File: src/rtl/core/lcmd_pkg.sv
// ----------------------------------------------------------------------------
// lcmd_pkg
// Shared widths, codes and controller/datapath interface types of the
// lane change maneuver debouncer.
// ----------------------------------------------------------------------------
`default_nettype none

package lcmd_pkg;

  localparam int unsigned TRACK_W     = 4;
  localparam int unsigned DIST_W      = 16;
  localparam int unsigned VEL_W       = 16;
  localparam int unsigned MAN_W       = 2;
  localparam int unsigned CNT_W       = 5;
  localparam int unsigned RUN_W       = 5;
  localparam int unsigned MS_W        = 10;
  localparam int unsigned CFG_IDX_W   = 2;
  localparam int unsigned CFG_DATA_W  = 16;
  localparam int unsigned IN_TDATA_W  = 72;
  localparam int unsigned IN_TUSER_W  = 2;
  localparam int unsigned OUT_TDATA_W = 8;

  localparam logic [CNT_W-1:0]  COUNT_MAX = 5'd31;
  localparam logic [MS_W-1:0]   MS_PER_S  = 10'd1000;
  localparam logic [DIST_W-1:0] DIST_RST  = 16'd1000;
  localparam logic [DIST_W-1:0] TIME_RST  = 16'd5000;
  localparam logic [RUN_W-1:0]  RUN_RST   = 5'd3;

  typedef enum logic [MAN_W-1:0] {
    MAN_FOLLOW = 2'd0,
    MAN_LEFT   = 2'd1,
    MAN_RIGHT  = 2'd2
  } maneuver_e;

  typedef enum logic [CFG_IDX_W-1:0] {
    REG_DIST = 2'd0,
    REG_TIME = 2'd1,
    REG_RUN  = 2'd2
  } cfg_reg_e;

  typedef struct packed {
    logic load;
    logic update;
  } lcmd_cmd_t;

  typedef struct packed {
    logic out_free;
  } lcmd_stat_t;

endpackage

`default_nettype wire

File: src/rtl/core/lcmd_ctrl.sv
// ----------------------------------------------------------------------------
// lcmd_ctrl
// Two-state controller: takes an item, then runs the slot update once the
// output register can take the result.
// ----------------------------------------------------------------------------
`default_nettype none

module lcmd_ctrl
  import lcmd_pkg::*;
(
  input  wire logic       clk_i,
  input  wire logic       rst_ni,
  input  wire logic       s_tvalid_i,
  output logic            s_tready_o,
  input  lcmd_stat_t      stat_i,
  output lcmd_cmd_t       cmd_o
);

  typedef enum logic [1:0] {
    ST_IDLE = 2'b01,
    ST_UPD  = 2'b10
  } state_e;

  state_e state_q, state_d;

  always_comb begin
    state_d    = state_q;
    cmd_o      = '0;
    s_tready_o = 1'b0;
    case (state_q)
      ST_IDLE: begin
        s_tready_o = 1'b1;
        if (s_tvalid_i) begin
          cmd_o.load = 1'b1;
          state_d    = ST_UPD;
        end
      end
      ST_UPD: begin
        if (stat_i.out_free) begin
          cmd_o.update = 1'b1;
          state_d      = ST_IDLE;
        end
      end
      default: state_d = ST_IDLE;
    endcase
  end

  always_ff @(posedge clk_i or negedge rst_ni) begin
    if (!rst_ni) begin
      state_q <= ST_IDLE;
    end else begin
      state_q <= state_d;
    end
  end

endmodule

`default_nettype wire

File: src/rtl/core/lcmd_dpath.sv
// ----------------------------------------------------------------------------
// lcmd_dpath
// Datapath: configuration registers, raw guess, per-slot state memory with
// valid bits, debounce check and output register.
// ----------------------------------------------------------------------------
`default_nettype none

module lcmd_dpath
  import lcmd_pkg::*;
#(
  parameter int unsigned TRACKS  = 16,
  parameter int unsigned MAX_RUN = 16
) (
  input  wire logic                   clk_i,
  input  wire logic                   rst_ni,
  input  lcmd_cmd_t                   cmd_i,
  output lcmd_stat_t                  stat_o,
  input  wire logic [IN_TDATA_W-1:0]  s_tdata_i,
  input  wire logic [IN_TUSER_W-1:0]  s_tuser_i,
  input  wire logic                   cfg_we_i,
  input  wire logic [CFG_IDX_W-1:0]   cfg_addr_i,
  input  wire logic [CFG_DATA_W-1:0]  cfg_wdata_i,
  output logic                        m_tvalid_o,
  input  wire logic                   m_tready_i,
  output logic [OUT_TDATA_W-1:0]      m_tdata_o
);

  localparam int unsigned SLOT_W  = (TRACKS > 1) ? $clog2(TRACKS) : 1;
  localparam int unsigned HIST_W  = 2 * MAX_RUN;
  localparam int unsigned ENTRY_W = HIST_W + CNT_W + MAN_W;
  localparam int unsigned CMP_W   = CNT_W + 1;
  localparam int unsigned NUM_IDS = 2 ** TRACK_W;
  localparam int unsigned PROD_W  = DIST_W + VEL_W + 1;

  // configuration
  logic [DIST_W-1:0] dist_q, time_q;
  logic [RUN_W-1:0]  run_q;

  always_ff @(posedge clk_i or negedge rst_ni) begin
    if (!rst_ni) begin
      dist_q <= DIST_RST;
      time_q <= TIME_RST;
      run_q  <= RUN_RST;
    end else if (cfg_we_i) begin
      case (cfg_reg_e'(cfg_addr_i))
        REG_DIST: dist_q <= cfg_wdata_i;
        REG_TIME: time_q <= cfg_wdata_i;
        REG_RUN:  run_q  <= cfg_wdata_i[RUN_W-1:0];
        default:  ;
      endcase
    end
  end

  // input fields
  logic [TRACK_W-1:0]       track_in;
  logic [DIST_W-1:0]        ld_in, rd_in;
  logic signed [VEL_W-1:0]  lv_in, rv_in;
  logic                     new_in, found_in;

  assign track_in = s_tdata_i[3:0];
  assign ld_in    = s_tdata_i[19:4];
  assign rd_in    = s_tdata_i[35:20];
  assign lv_in    = s_tdata_i[51:36];
  assign rv_in    = s_tdata_i[67:52];
  assign new_in   = s_tuser_i[0];
  assign found_in = s_tuser_i[1];

  // track id to slot
  logic [SLOT_W-1:0] slot_lut [NUM_IDS];
  logic [SLOT_W-1:0] slot_in;

  for (genvar v = 0; v < NUM_IDS; v++) begin : g_slot
    localparam int unsigned SlotV = v % TRACKS;
    assign slot_lut[v] = SLOT_W'(SlotV);
  end

  assign slot_in = slot_lut[track_in];

  // raw guess on the nearer bound
  logic                    left_side, near;
  logic [DIST_W-1:0]       d_sel;
  logic signed [VEL_W-1:0] v_sel;
  logic [VEL_W:0]          v_ext, v_abs;
  logic [DIST_W+MS_W-1:0]  lhs;
  logic [PROD_W-1:0]       rhs;
  logic [MAN_W-1:0]        cand_d, cand_q;

  assign left_side = ld_in < rd_in;
  assign d_sel     = left_side ? ld_in : rd_in;
  assign v_sel     = left_side ? lv_in : rv_in;
  assign v_ext     = {v_sel[VEL_W-1], v_sel};
  assign v_abs     = v_sel[VEL_W-1] ? (~v_ext + (VEL_W+1)'(1)) : v_ext;
  assign lhs       = d_sel * MS_PER_S;
  assign rhs       = time_q * v_abs;
  assign near      = (ld_in != rd_in) && (d_sel < dist_q) && v_sel[VEL_W-1]
                     && (PROD_W'(lhs) < rhs);
  assign cand_d    = (found_in && ((ld_in | rd_in) != '0) && near)
                     ? (left_side ? MAN_LEFT : MAN_RIGHT) : MAN_FOLLOW;

  // slot state memory: {history, frame count, last output}
  logic [ENTRY_W-1:0] mem_q [TRACKS];
  logic [TRACKS-1:0]  valid_q;
  logic [ENTRY_W-1:0] rd_entry_q, entry_new;
  logic               vld_q, new_q;
  logic [SLOT_W-1:0]  slot_q;
  logic [TRACK_W-1:0] track_q;

  always_ff @(posedge clk_i) begin
    if (cmd_i.update) begin
      mem_q[slot_q] <= entry_new;
    end
    if (cmd_i.load) begin
      rd_entry_q <= mem_q[slot_in];
      vld_q      <= valid_q[slot_in];
      slot_q     <= slot_in;
      track_q    <= track_in;
      new_q      <= new_in;
      cand_q     <= cand_d;
    end
  end

  always_ff @(posedge clk_i or negedge rst_ni) begin
    if (!rst_ni) begin
      valid_q <= '0;
    end else if (cmd_i.update) begin
      valid_q[slot_q] <= 1'b1;
    end
  end

  // debounce
  logic                keep, first, agree;
  logic [HIST_W-1:0]   hist_old, hist_new;
  logic [HIST_W+1:0]   hist_sh;
  logic [CNT_W-1:0]    fc_old, fc_new;
  logic [MAN_W-1:0]    last_old, raw, outm;

  assign keep     = vld_q & ~new_q;
  assign hist_old = keep ? rd_entry_q[ENTRY_W-1 -: HIST_W] : '0;
  assign fc_old   = keep ? rd_entry_q[MAN_W +: CNT_W] : '0;
  assign last_old = keep ? rd_entry_q[MAN_W-1:0] : MAN_FOLLOW;
  assign fc_new   = (fc_old < COUNT_MAX) ? fc_old + CNT_W'(1) : COUNT_MAX;
  assign first    = fc_new < CNT_W'(2);
  assign raw      = first ? MAN_FOLLOW : cand_q;
  assign hist_sh  = {hist_old, raw};
  assign hist_new = hist_sh[HIST_W-1:0];

  always_comb begin
    agree = 1'b1;
    for (int i = 0; i < MAX_RUN; i++) begin
      if ((CMP_W'(i) < {1'b0, run_q}) && (CMP_W'(i) < {1'b0, fc_new})
          && (hist_new[2*i +: 2] != raw)) begin
        agree = 1'b0;
      end
    end
  end

  assign outm      = (first || agree) ? raw : last_old;
  assign entry_new = {hist_new, fc_new, outm};

  // output register
  logic                   m_valid_q;
  logic [OUT_TDATA_W-1:0] m_data_q;

  always_ff @(posedge clk_i or negedge rst_ni) begin
    if (!rst_ni) begin
      m_valid_q <= 1'b0;
    end else if (cmd_i.update) begin
      m_valid_q <= 1'b1;
    end else if (m_tready_i) begin
      m_valid_q <= 1'b0;
    end
  end

  always_ff @(posedge clk_i) begin
    if (cmd_i.update) begin
      m_data_q <= {outm, raw, track_q};
    end
  end

  assign stat_o.out_free = ~m_valid_q | m_tready_i;
  assign m_tvalid_o      = m_valid_q;
  assign m_tdata_o       = m_data_q;

  a_no_overwrite: assert property (@(posedge clk_i) disable iff (!rst_ni)
    cmd_i.update |-> (!m_valid_q || m_tready_i))
    else $error("result overwritten before it was taken");

  a_load_update_excl: assert property (@(posedge clk_i) disable iff (!rst_ni)
    !(cmd_i.load && cmd_i.update))
    else $error("load and update in the same cycle");

  a_slot_marked: assert property (@(posedge clk_i) disable iff (!rst_ni)
    cmd_i.update |=> valid_q[$past(slot_q)])
    else $error("updated slot not marked valid");

  a_out_codes: assert property (@(posedge clk_i) disable iff (!rst_ni)
    m_valid_q |-> (m_data_q[7:6] != 2'b11) && (m_data_q[5:4] != 2'b11))
    else $error("maneuver code out of range");

endmodule

`default_nettype wire

File: src/rtl/core/lane_change_maneuver_debouncer_top.sv
// ----------------------------------------------------------------------------
// lane_change_maneuver_debouncer_top
// Per-track lane change guess with run-length debounce.
// ----------------------------------------------------------------------------
// Usage:
//   s_axis carries one object frame per item; m_axis returns one result item
//   per input item, in order. Configuration registers (distance threshold,
//   time threshold, run length) are written through cfg_we_i / cfg_addr_i /
//   cfg_wdata_i while no item is in flight.
//   When an item is taken, the slot state is read from the state memory
//   into a register; the update state then checks the history, writes the
//   slot back and loads the output register once that register is free.
//   The controller takes no new item until the update of the last one is
//   done, since it reads, modifies and writes back one slot per item.
//   If the receiver stalls, the result waits in the output register; one
//   more item is taken and then held until the output register frees up.
//   Reset clears the configuration to its defaults and marks every slot
//   empty (valid bits), so no clearing pass is needed.
// ----------------------------------------------------------------------------
`default_nettype none

module lane_change_maneuver_debouncer_top
  import lcmd_pkg::*;
#(
  parameter int unsigned TRACKS  = 16,
  parameter int unsigned MAX_RUN = 16
) (
  input  wire logic                   clk_i,
  input  wire logic                   rst_ni,
  // track_index[3:0], left_dist_mm[19:4], right_dist_mm[35:20],
  // left_vel_mm_s[51:36], right_vel_mm_s[67:52], zero fill [71:68]
  input  wire logic [IN_TDATA_W-1:0]  s_axis_tdata_i,
  // new_track[0], lanelet_found[1]
  input  wire logic [IN_TUSER_W-1:0]  s_axis_tuser_i,
  input  wire logic                   s_axis_tvalid_i,
  output logic                        s_axis_tready_o,
  // result_track[3:0], raw_maneuver[5:4], maneuver[7:6]
  output logic [OUT_TDATA_W-1:0]      m_axis_tdata_o,
  output logic                        m_axis_tvalid_o,
  input  wire logic                   m_axis_tready_i,
  input  wire logic                   cfg_we_i,
  input  wire logic [CFG_IDX_W-1:0]   cfg_addr_i,
  input  wire logic [CFG_DATA_W-1:0]  cfg_wdata_i
);

  lcmd_cmd_t  cmd;
  lcmd_stat_t stat;

  lcmd_ctrl u_ctrl (
    .clk_i      (clk_i),
    .rst_ni     (rst_ni),
    .s_tvalid_i (s_axis_tvalid_i),
    .s_tready_o (s_axis_tready_o),
    .stat_i     (stat),
    .cmd_o      (cmd)
  );

  lcmd_dpath #(
    .TRACKS  (TRACKS),
    .MAX_RUN (MAX_RUN)
  ) u_dpath (
    .clk_i       (clk_i),
    .rst_ni      (rst_ni),
    .cmd_i       (cmd),
    .stat_o      (stat),
    .s_tdata_i   (s_axis_tdata_i),
    .s_tuser_i   (s_axis_tuser_i),
    .cfg_we_i    (cfg_we_i),
    .cfg_addr_i  (cfg_addr_i),
    .cfg_wdata_i (cfg_wdata_i),
    .m_tvalid_o  (m_axis_tvalid_o),
    .m_tready_i  (m_axis_tready_i),
    .m_tdata_o   (m_axis_tdata_o)
  );

endmodule

`default_nettype wire

File: config.mk
export PLATFORM = sky130hd
export DESIGN_NAME = lane_change_maneuver_debouncer_top
export DESIGN_NICKNAME = d
export VERILOG_FILES = /design/src/rtl/core/lcmd_pkg.sv /design/src/rtl/core/lcmd_ctrl.sv /design/src/rtl/core/lcmd_dpath.sv /design/src/rtl/core/lane_change_maneuver_debouncer_top.sv
export SDC_FILE = /design/constraint.sdc
export NUM_CORES = 1
export LEC_CHECK = 0
export BUFFER_PORTS_ARGS = -buffer_cell sky130_fd_sc_hd__buf_2
export CAP_MARGIN = 20
export CORE_AREA = 10 10 315 317
export CTS_BUF_LIST = sky130_fd_sc_hd__clkbuf_16
export CTS_CLUSTER_SIZE = 28
export DETAILED_ROUTE_END_ITERATION = 6
export DIE_AREA = 0 0 325 327
export SYNTH_ARGS = -nofsm -noshare
export SYNTH_HDL_FRONTEND = slang
export SYNTH_HIERARCHICAL = 1
export SYNTH_SLANG_ARGS = --single-unit
File: constraint.sdc
create_clock -name clk_i -period 7.87 [get_ports clk_i]
set_input_delay 0.3935 -clock clk_i [delete_from_list [all_inputs] [get_ports clk_i]]
set_output_delay 0.3935 -clock clk_i [all_outputs]
set_load 0.02 [all_outputs]
==> impl_results.md <==
* Status: complete, but fails checks
* Failing checks: negative setup slack
* # setup viols final at 2
* Final Wtd Congestion at around 0.91
* Setup Skew at about 0.035 ns
* Overflow after GRT at 0
* Initial antenna violation count at 1
* Busiest grt layer: met2
* Max cap viols at 0
* EDFF count, synth at approximately 650
* Final min period at 9.03 ns
* Worst-path maximum fanout at 5
* RSZ-0062 raised after global routing: yes
* Antenna diode instance count at 0
* Critical path class: input port to flip-flop
* Post-layout util at 0.530
* Total number of vias at approximately 26000
* DRC Markers at 0
* Data required time of the worst path at 8.33 ns
* Rel. slew slack at 0.300
* Post-route cell area at approximately 50000 um2
* FF/Latch Area at between 20000 and 25000 um2
* Area of the multi-input gates at ~20000 um2
* Min-Delay Path Class: input port to flip-flop
* Mapped Area at around 41000 um2
* Chip Height at roughly 330 um
* Hold path start: cfg_wdata_i[7]
* Pin count of the biggest net entering global routing at 95
* Yosys warning total at 6
* Setup crit end kind: flip-flop
* H-tree depth at 3
* Vias in the first global route at 28118
* Crit-path slowest cell: fa_1
* Max-slew violations at 0
* DRT iter0 DRCs at about 1900
* Placed Area at 46100 um2
* Vias per Instance at between 5 and 6
* Met3 Use GR at 0.0299
* GR met1 Demand/Resource at 0.252
* Ratio of final minimum period to clock period at 1.15
* Avg Cell Area, Syn at ~14 um2
* Met2 Use GR at 0.364
* R2R Path Start: u_dpath/time_q[6]$_DFFE_PN0P_
* PortBufs at 102
* Die ar. at approximately 110000 um2
* Core ar. at about 93000 um2
* Max Freq at 111 MHz
* Clk buf depth at 3
* First-pass GRT wire length at ~170000 um
* Hold Path Depth at 3
* CTS root buffer: clkbuf_16
* Die width at between 300 and 400 um
* Initial DRT Pass Iterations at 5
* Number of buffers created by CTS at 73
* Dpl hpwl at 71400 um
* Most common cell on crit path: fa_1
* Post-Synthesis Cells at 2917
* Endpoint, Worst Hold: u_dpath/dist_q[7]$_DFFE_PN1P_
* Starting Density at 0.446
* P&R area growth vs syn at 18.7%
* Main synth FF type: edfxtp_1
* IO Count at 107
* Fill cells at 7757
* CTS Sinks at 701
* R2R cell count at 28
* Synth Register Bits at roughly 700
* Least-Margin Pin Slew at approximately 1.1 ns
* Share of cells above drive strength 1 at 0.280
* Slowest cell delay on critical path at about 0.57 ns
* Async S/R FF share, synth at 0.0799
* Reg clk slew, reported paths at about 0.06 ns
* Yosys cell types at 72
* Worst-skew pair later-pin latency at around 0.65 ns
* Routed WL at around 110000 um
* Fin. Hold Viols at 0
* CTS tree: yes
* Site row count at between 100 and 150
* CP startpoint kind: input port
* FF-to-FF End: u_dpath/cand_q[1]$_SDFFCE_PN0P_
* Final worst slack at -1.16 ns
* DRT antenna net count at 0
* GR Util All Layers at 0.202
* CP arrival at ~9.5 ns
* Sequential fraction of the synthesis area at 0.502
* WL per Instance at around 23 um
* Final net count at 3956
* Flop2flop setup slack at 0.52 ns
[per-layer routing]
| layer | vias up | part of all wire |
|---|---|---|
| met3 | 149 | 0.053 |
| met5 | - | 0 |
| met4 | 0 | 0.024 |
| met1 | 13373 | 0.40 |
| li1 | 11357 | - |
| met2 | 692 | 0.53 |
[kinds of logic (layout without fill, tap and decap cells)]
group | count (synthesis) | count (layout) | synth area share
AO/OA/AOI/OAI | 261 | 261 | 0.0418
XOR/XNOR | 73 | 74 | 0.0154
adder cells (fa/ha/maj) | 491 | 491 | 0.196
buffers and inverters | 496 | 987 | 0.0454
flip-flops | 701 | 701 | 0.502
multiplexers | 254 | 254 | 0.120
other | 2 | 16 | 0.000181
AND/OR/NAND/NOR | 639 | 639 | 0.0795
[cell usage after synthesis, types with 5 or more instances]
library cell / n / area [um2]
nor4_1: 8 / 50.1
nand2b_1: 14 / 87.6
and3b_1: 8 / 70.1
o311ai_0: 5 / 43.8
and2_1: 134 / 838
a211oi_1: 11 / 82.6
fa_1: 262 / 5250
a31oi_1: 16 / 100
o2111ai_1: 5 / 43.8
o21a_1: 9 / 67.6
xnor2_1: 48 / 420
xor2_1: 25 / 219
mux2i_1: 31 / 310
dfstp_2: 14 / 368
and3_1: 9 / 56.3
nand2_1: 222 / 833
edfxtp_1: 645 / 19400
a21o_1: 25 / 188
buf_1: 21 / 78.8
nor2_1: 65 / 244
mux4_2: 190 / 4280
and4_1: 5 / 43.8
nor3_1: 33 / 165
mux2_2: 33 / 372
clkbuf_1: 78 / 293
nand3_1: 36 / 180
a211o_1: 5 / 43.8
buf_2: 13 / 65.1
inv_1: 383 / 1440
or3_1: 8 / 50.1
ha_1: 229 / 2870
dfrtp_1: 42 / 1050
nand4_1: 21 / 131
or2_2: 19 / 119
a21oi_1: 59 / 295
nand3b_1: 19 / 143
o21ai_0: 62 / 310
o31ai_1: 6 / 45.0
o211ai_1: 7 / 52.6
nor2b_1: 23 / 144
a2111oi_0: 7 / 61.3
[registers in the layout, indices dropped and copies added (netlist names)]
name                flops
u_dpath/m_tdata_o       8
u_dpath/new_q           1
u_ctrl/state_q          2
u_dpath/rd_entry_q     37
u_dpath/vld_q           1
u_dpath/valid_q        16
u_dpath/dist_q         16
u_dpath/cand_q          2
u_dpath/run_q           5
u_dpath/slot_q          4
u_dpath/mem_q         592
u_dpath/time_q         16
u_dpath/m_tvalid_o      1
[timing repair]
item / 4_1_cts / 5_1_grt
hold buffers: 5 / 0
setup buffers: 21 / 4
gates resized for setup: 71 / 24
setup endpoints to repair: 2 / 2
pin swaps: 49 / 45
gates cloned: 1 / 0
hold endpoints to repair: 35 / 0
[layout make-up]
class | instances | area share
Multi-Input combinational cell | 1735 | 0.400
Tap cell | 1254 | 0.0319
Timing Repair Buffer | 474 | 0.0698
Sequential cell | 701 | 0.423
Clock inverter | 56 | 0.00833
Clock buffer | 74 | 0.0377
Inverter | 383 | 0.0297
[placed cells by master (no fill, tap or decap), types with 18 or more instances in the layout]
| cell type | netlist | final |
|---|---|---|
| edfxtp_1 | 645 | 645 |
| inv_1 | 383 | 380 |
| buf_4 | 0 | 360 |
| fa_1 | 262 | 260 |
| nand2_1 | 222 | 214 |
| ha_1 | 229 | 211 |
| mux4_2 | 190 | 190 |
| and2_1 | 134 | 128 |
| buf_2 | 13 | 94 |
| clkbuf_16 | 0 | 74 |
| nor2_1 | 65 | 56 |
| o21ai_0 | 62 | 52 |
| a21oi_1 | 59 | 45 |
| xnor2_1 | 48 | 45 |
| dfrtp_1 | 42 | 42 |
| nand3_1 | 36 | 34 |
| mux2i_1 | 31 | 30 |
| mux2_2 | 33 | 30 |
| a21o_1 | 25 | 25 |
| nor3_1 | 33 | 25 |
| xor2_1 | 25 | 24 |
| nor2b_1 | 23 | 22 |
| nand4_1 | 21 | 21 |
| nand3b_1 | 19 | 19 |
| or2_2 | 19 | 18 |
[stage by stage]
| step | setup WS, ns | TNS [ns] | cells | hold slack (ns) |
|---|---|---|---|---|
| 6_report | -1.16 | -2.31 | 4677 | 0.0394 |
| 5_1_grt | -1.57 | -3.10 | 4677 | 0.0122 |
| 3_5_place_dp | -2.35 | -4.69 | 4515 | 0.450 |
| 4_1_cts | -1.14 | -2.26 | 4672 | 0.00661 |
| 2_1_floorplan | -1.54 | -3.07 | 2931 | 0.0979 |
| 3_3_place_gp | -2.20 | -4.39 | 4514 | 0.446 |
[worst max-delay path, delay by kind of cell]
family                     cells  cell delay (ns)
AOI/OAI and AO/OA             13             2.58
xor gates and xnor gates       2             0.29
adders and majority gates     10             3.90
buffers and inverters         11             1.17
muxes                          1             0.31
and+or+nand+nor                6             0.82
[how the worst max path moves through the flow]
stage | slack [ns] | to | cells past startpoint | from
after floorplan | -1.54 | u_dpath/cand_q[0]$_SDFFCE_PN0P_ | 42 | s_axis_tdata_i[7]
after global placement | -2.20 | u_dpath/cand_q[1]$_SDFFCE_PN0P_ | 39 | s_axis_tdata_i[7]
after CTS | -1.14 | u_dpath/cand_q[1]$_SDFFCE_PN0P_ | 43 | s_axis_tdata_i[21]
after global routing | -1.57 | u_dpath/cand_q[1]$_SDFFCE_PN0P_ | 46 | s_axis_tdata_i[34]
final | -1.16 | u_dpath/cand_q[1]$_SDFFCE_PN0P_ | 43 | s_axis_tdata_i[18]
after detailed placement | -2.35 | u_dpath/cand_q[0]$_SDFFCE_PN0P_ | 37 | s_axis_tdata_i[7]
Power is left out: the tool's default activity adds up to more than one toggle a clock period on the data nets, which glitch-free logic cannot reach.
